==> src/design/mbe_pkg.sv <==
`timescale 1ns / 1ps
// ----------------------------------------------------------------------------
// mbe_pkg
// Shared constants, widths and controller/datapath types for the
// escape-time point unit.
// ----------------------------------------------------------------------------
package mbe_pkg;

	localparam int FRAC_BITS = 28;
	localparam int C_W       = 32;
	localparam int CNT_W     = 16;
	// z held between iterations: |z| <= 2
	localparam int Z_W       = FRAC_BITS + 3;
	// floored squares and doubled cross product: |.| <= 2^(F+3)
	localparam int P_W       = FRAC_BITS + 5;
	// freshly updated z, c added in
	localparam int UPD_W     = ((FRAC_BITS + 3 > 31) ? FRAC_BITS + 3 : 31) + 3;

	localparam int PADDR_W   = 3;
	localparam int PDATA_W   = 32;

	localparam logic [CNT_W-1:0] MAX_ITER_RESET = CNT_W'(800);
	localparam logic              ADDR_MAX_ITER  = 1'b0;

	localparam logic [P_W:0]             SQ_FOUR = (P_W + 1)'(4) << FRAC_BITS;
	localparam logic signed [UPD_W-1:0] Z_TWO   = UPD_W'(2) << FRAC_BITS;
	localparam logic signed [UPD_W-1:0] Z_NTWO  = -Z_TWO;

	typedef enum logic [1:0] {
		ST_IDLE,
		ST_MUL,
		ST_UPD,
		ST_DONE
	} mbe_state_t;

	typedef struct packed {
		logic load;
		logic mul;
		logic upd;
		logic out_load;
	} mbe_cmd_t;

	typedef struct packed {
		logic first;
		logic sq_gt4;
		logic mag_esc;
		logic lim_hit;
	} mbe_status_t;

endpackage

==> src/design/mbe_ctrl.sv <==
`timescale 1ns / 1ps
// ----------------------------------------------------------------------------
// mbe_ctrl
// Sequencer: accepts a point, alternates multiply and update steps until
// escape or limit, then hands the result to the output register.
// ----------------------------------------------------------------------------
module mbe_ctrl (
	input  logic                clk,
	input  logic                arst_n,
	input  logic                in_valid,
	output logic                in_stall,
	output logic                out_valid,
	input  logic                out_stall,
	input  mbe_pkg::mbe_status_t st,
	output mbe_pkg::mbe_cmd_t    cmd
);

	mbe_pkg::mbe_state_t state_q, state_nx;
	logic                out_valid_q;

	always_ff @(posedge clk or negedge arst_n) begin
		if (!arst_n) begin
			state_q <= mbe_pkg::ST_IDLE;
		end else begin
			state_q <= state_nx;
		end
	end

	always_comb begin
		state_nx = state_q;
		cmd      = '0;
		in_stall = 1'b1;
		case (state_q)
			mbe_pkg::ST_IDLE: begin
				in_stall = 1'b0;
				if (in_valid) begin
					cmd.load = 1'b1;
					state_nx = mbe_pkg::ST_MUL;
				end
			end
			mbe_pkg::ST_MUL: begin
				cmd.mul  = 1'b1;
				state_nx = mbe_pkg::ST_UPD;
			end
			mbe_pkg::ST_UPD: begin
				if (!st.first && st.sq_gt4) begin
					state_nx = mbe_pkg::ST_DONE;
				end else begin
					cmd.upd = 1'b1;
					if (st.lim_hit || st.mag_esc) begin
						state_nx = mbe_pkg::ST_DONE;
					end else begin
						state_nx = mbe_pkg::ST_MUL;
					end
				end
			end
			mbe_pkg::ST_DONE: begin
				if (!out_valid_q || !out_stall) begin
					cmd.out_load = 1'b1;
					state_nx     = mbe_pkg::ST_IDLE;
				end
			end
			default: begin
				state_nx = mbe_pkg::ST_IDLE;
			end
		endcase
	end

	always_ff @(posedge clk or negedge arst_n) begin
		if (!arst_n) begin
			out_valid_q <= 1'b0;
		end else if (cmd.out_load) begin
			out_valid_q <= 1'b1;
		end else if (!out_stall) begin
			out_valid_q <= 1'b0;
		end
	end

	assign out_valid = out_valid_q;

endmodule

==> config.mk <==
export PLATFORM = sky130hd
export DESIGN_NAME = mbe_ctrl
export DESIGN_NICKNAME = d
export VERILOG_FILES = /design/src/design/mbe_pkg.sv /design/src/design/mbe_ctrl.sv
export SDC_FILE = /design/constraint.sdc
export NUM_CORES = 1
export LEC_CHECK = 0
export BUFFER_PORTS_ARGS = -buffer_cell sky130_fd_sc_hd__buf_2
export CAP_MARGIN = 20
export CORE_AREA = 4 4 41 43
export CTS_CLUSTER_DIAMETER = 60
export DETAILED_ROUTE_END_ITERATION = 6
export DIE_AREA = 0 0 45 47
export GPL_TIMING_DRIVEN = 0
export PLACE_DENSITY = 0.37
export SYNTH_ARGS = -nofsm -noshare
export SYNTH_HDL_FRONTEND = slang
export SYNTH_SLANG_ARGS = --single-unit
==> constraint.sdc <==
create_clock -name clk -period 1 [get_ports clk]
set_input_delay 0.05 -clock clk [delete_from_list [all_inputs] [get_ports clk]]
set_output_delay 0.05 -clock clk [all_outputs]
set_load 0.01 [all_outputs]
==> summary.md <==
| Metric | Value |
|---|---|
| Status | `complete, but fails checks` |
| Failing checks | `negative setup slack` |
| Worst Path Arrival | `1090 ps` |
| Clock root buffer | `clkbuf_4` |
| Gpl congestion | `approximately 0.66` |
| Routed vias | `roughly 220` |
| Clock network power share | `between 10% and 20%` |
| Share of power burned in registers | `between 20 and 25%` |
| Die W | `45 um` |
| Slew Viols, Final | `0` |
| Dpl hpwl | `387 um` |
| Synth cell types | `13` |
| P_leak | `approximately 0.19 nW` |
| Syn Inst Count | `19` |
| Number of CTS-inserted buffers | `3` |
| Top-area cell type share of the netlist area | `between 40% and 50%` |
| Vias per cell | `approximately 3.8` |
| Slew HR | `between 80 and 90%` |
| Initial antenna violation count | `0` |
| P&R area growth vs syn | `127.9%` |
| Die Ht | `~47 um` |
| Syn nets | `27` |
| Fmax | `a little under 900 MHz` |
| Flops & latches, synth | `3` |
| Cell taking the most area after synthesis | `dfrtp_1` |
| Internal | `between 0.7 and 0.8 mW` |
| Total Wirelength | `slightly below 600 um` |
| Reg2reg setup slack | `about 10 ps` |
| Critical path depth in cells | `3` |
| Pin count of the biggest net entering global routing | `5` |
| Synth Area per Inst | `around 8.5 um^2` |
| Worst-skew pair later-pin latency | `about 230 ps` |
| Yosys warns | `0` |
| DRC viols | `0` |
| Antenna Cells | `0` |
| Hold WC Path Type | `in2reg` |
| Rows | `13` |
| Vias in the first global route | `250` |
| Routed Antenna Nets | `0` |
| Crit path launch type | `register` |
| Crit end category | `primary output` |
| Critical-path cell list | `or2_4 > nor2_2 > buf_2` |
| WS Path Type | `reg2out` |
| Worst-Margin Slew | `roughly 280 ps` |
| CP startpoint | `state_q[1]` |
| Die area | `2115 um^2` |
| Worst EP required | `around 950 ps` |
| Worst R2R Path Depth | `5` |
| H-Tree Depth | `1` |
| Net load switching power | `~0.46 mW` |
| Filler-free cell count of the finished design | `58` |
| Clock Skews | `1.824 ps` |
| IO Pins | `14` |
| Worst setup endpoint | `cmd[3]` |
| Fin Setup TNS | `-507.6 ps` |
| CTS tree | `yes` |
| Clock Tree Buf Depth | `2` |
| Worst R2R Start | `state_q[1]` |
| Most frequent cells in the layout | `buf_2 (12), buf_4 (4), clkbuf_4 (3), buf_6 (3)` |
| CP bufs+invs | `1` |
| Sequential share of the synthesized area | `approximately 47%` |
| Dpl cells | `47` |
| Starting Density | `~12%` |
| Detailed Routing Iterations Pass 1 | `3` |
| 1st-iter DRT viols | `3` |
| Combinational share of power | `around three fifths` |
| Synthesized cell area | `around 160 um^2` |
| R2r endpoint | `state_q[1]` |
| First-pass GRT wire length | `around 950 um` |
| Final hold vios | `0` |
| Core box area | `~1300 um^2` |
| Port Buf Inserts | `13` |
| CP Max Fanout | `3` |
| RSZ-0062 raised after global routing | `true` |
| Max-cap violations | `0` |
| Final Cycle Share | `114.2%` |
| Crit path largest cell delay | `roughly 410 ps` |
| Ratio of cells with drive above 1 in the final layout | `just over 70%` |
| # nets final | `between 50 and 60` |
| Crit path max-delay family | `flip-flops` |
| Final-report setup violation count | `5` |
| Routed len/inst | `about 10 um` |
| Minimum clock period after layout | `between 1000 and 1500 ps` |
| CTS sink cnt | `3` |
| Most common cell after layout, fill and taps aside | `buf_2` |
| Maximum vdd drop | `0.001232 V` |
| Synth top area cells | `dfrtp_1 (47%), nor2_1 (7.0%), a21oi_2 (5.4%)` |
| Gr ovfl total | `0` |
| GRT Util Overall | `roughly 6.5%` |
| Final worst slack | `-141.9 ps` |
| Clock-pin slew on the worst setup and hold paths | `about 30 ps` |
| Power per cell area | `between 3000 and 4000 nW/um^2` |
| Slowest-stage cell, CP | `dfrtp_2` |
| Switching part of the total | `between 30% and 40%` |
## worst min-delay path by stage
| stage | from | endpoint | slack (ps) | depth (start not counted) |
|---|---|---|---|---|
| floorplan | arst_n | out_valid | -250 | 0 |
| global placement | arst_n | state_q[1] | -150 | 1 |
| detailed placement | arst_n | state_q[0] | -150 | 1 |
| CTS | out_stall | out_valid | 70 | 3 |
| global route | out_stall | out_valid | 100 | 3 |
| finish | out_stall | out_valid | 100 | 3 |
## cell usage after synthesis
library cell  n
nor2b_1       1
o31ai_1       1
nor3b_1       1
o21ai_0       1
nor2_1        3
dfrtp_1       3
nand2_2       1
or2_4         1
nand3_1       1
nand2_1       2
inv_1         2
a21oi_1       1
a21oi_2       1
## cell type report
class | count | area, um^2
repair buffers | 20 | 133.9
flip-flops and latches | 3 | 76.32
well taps | 15 | 18.77
clock buffers | 4 | 26.28
fillers | 145 | 933.4
inverters | 2 | 7.507
multi-input cells | 14 | 105.1
## state kept, by name (all words and copies together), names as in the netlist
signal / flops
state_q: 2
out_valid: 1
## power groups by stage
stage               sequential, mW  combinational (mW)  clock, mW
floorplan                    0.270               0.214          0
global placement             0.283               0.367          0
detailed placement           0.281               0.367          0
CTS                          0.260               0.642      0.215
global route                 0.280               0.805      0.241
finish                       0.272               0.729      0.208
## timing repair
item,CTS,global route
hold endpoints to repair,3,0
endpoints found under the setup margin,5,7
hold buffers,1,0
pin swaps,3,0
buffers inserted,6,0
gates resized for setup,6,5
## worst register-to-register path: stages, from the launching register on
cell,delay [ps]
dfrtp_2,410
buf_4,150
nand2_4,80
a21oi_4,40
buf_4,130
a21oi_2,100
## routing by layer
layer  track usage (%)  vias up  part of all wire [%]
met4             1.754        0                     0
met5                 0        -                     0
met3             5.364        0                   6.2
met2             12.71        6                    56
li1                  -      110                     -
met1             4.577      106                    38
## kinds of logic (layout without fill, tap and decap cells)
logic type / after synthesis / count (layout) / synth area share, %
and+or+nand+nor: 10 / 10 / 32.56
buffers and inverters: 2 / 26 / 4.653
DFF: 3 / 3 / 46.51
AOI/OAI and AO/OA: 4 / 4 / 16.28
## per-stage QoR
stage	area (um^2)	hold WS, ps	total power, mW	worst slack (ps)	utilization (%)
floorplan	161.4	-245.6	0.4840	108.5	-
global placement	245.2	-153.8	0.6499	57.68	18.85
detailed placement	245.2	-150.6	0.6483	55.04	18.85
CTS	345.3	70.47	1.118	-155.3	26.54
global route	367.9	95.24	1.326	-204.7	28.27
finish	367.9	95.82	1.209	-141.9	28.27
(Power assumes the default switching activity.)
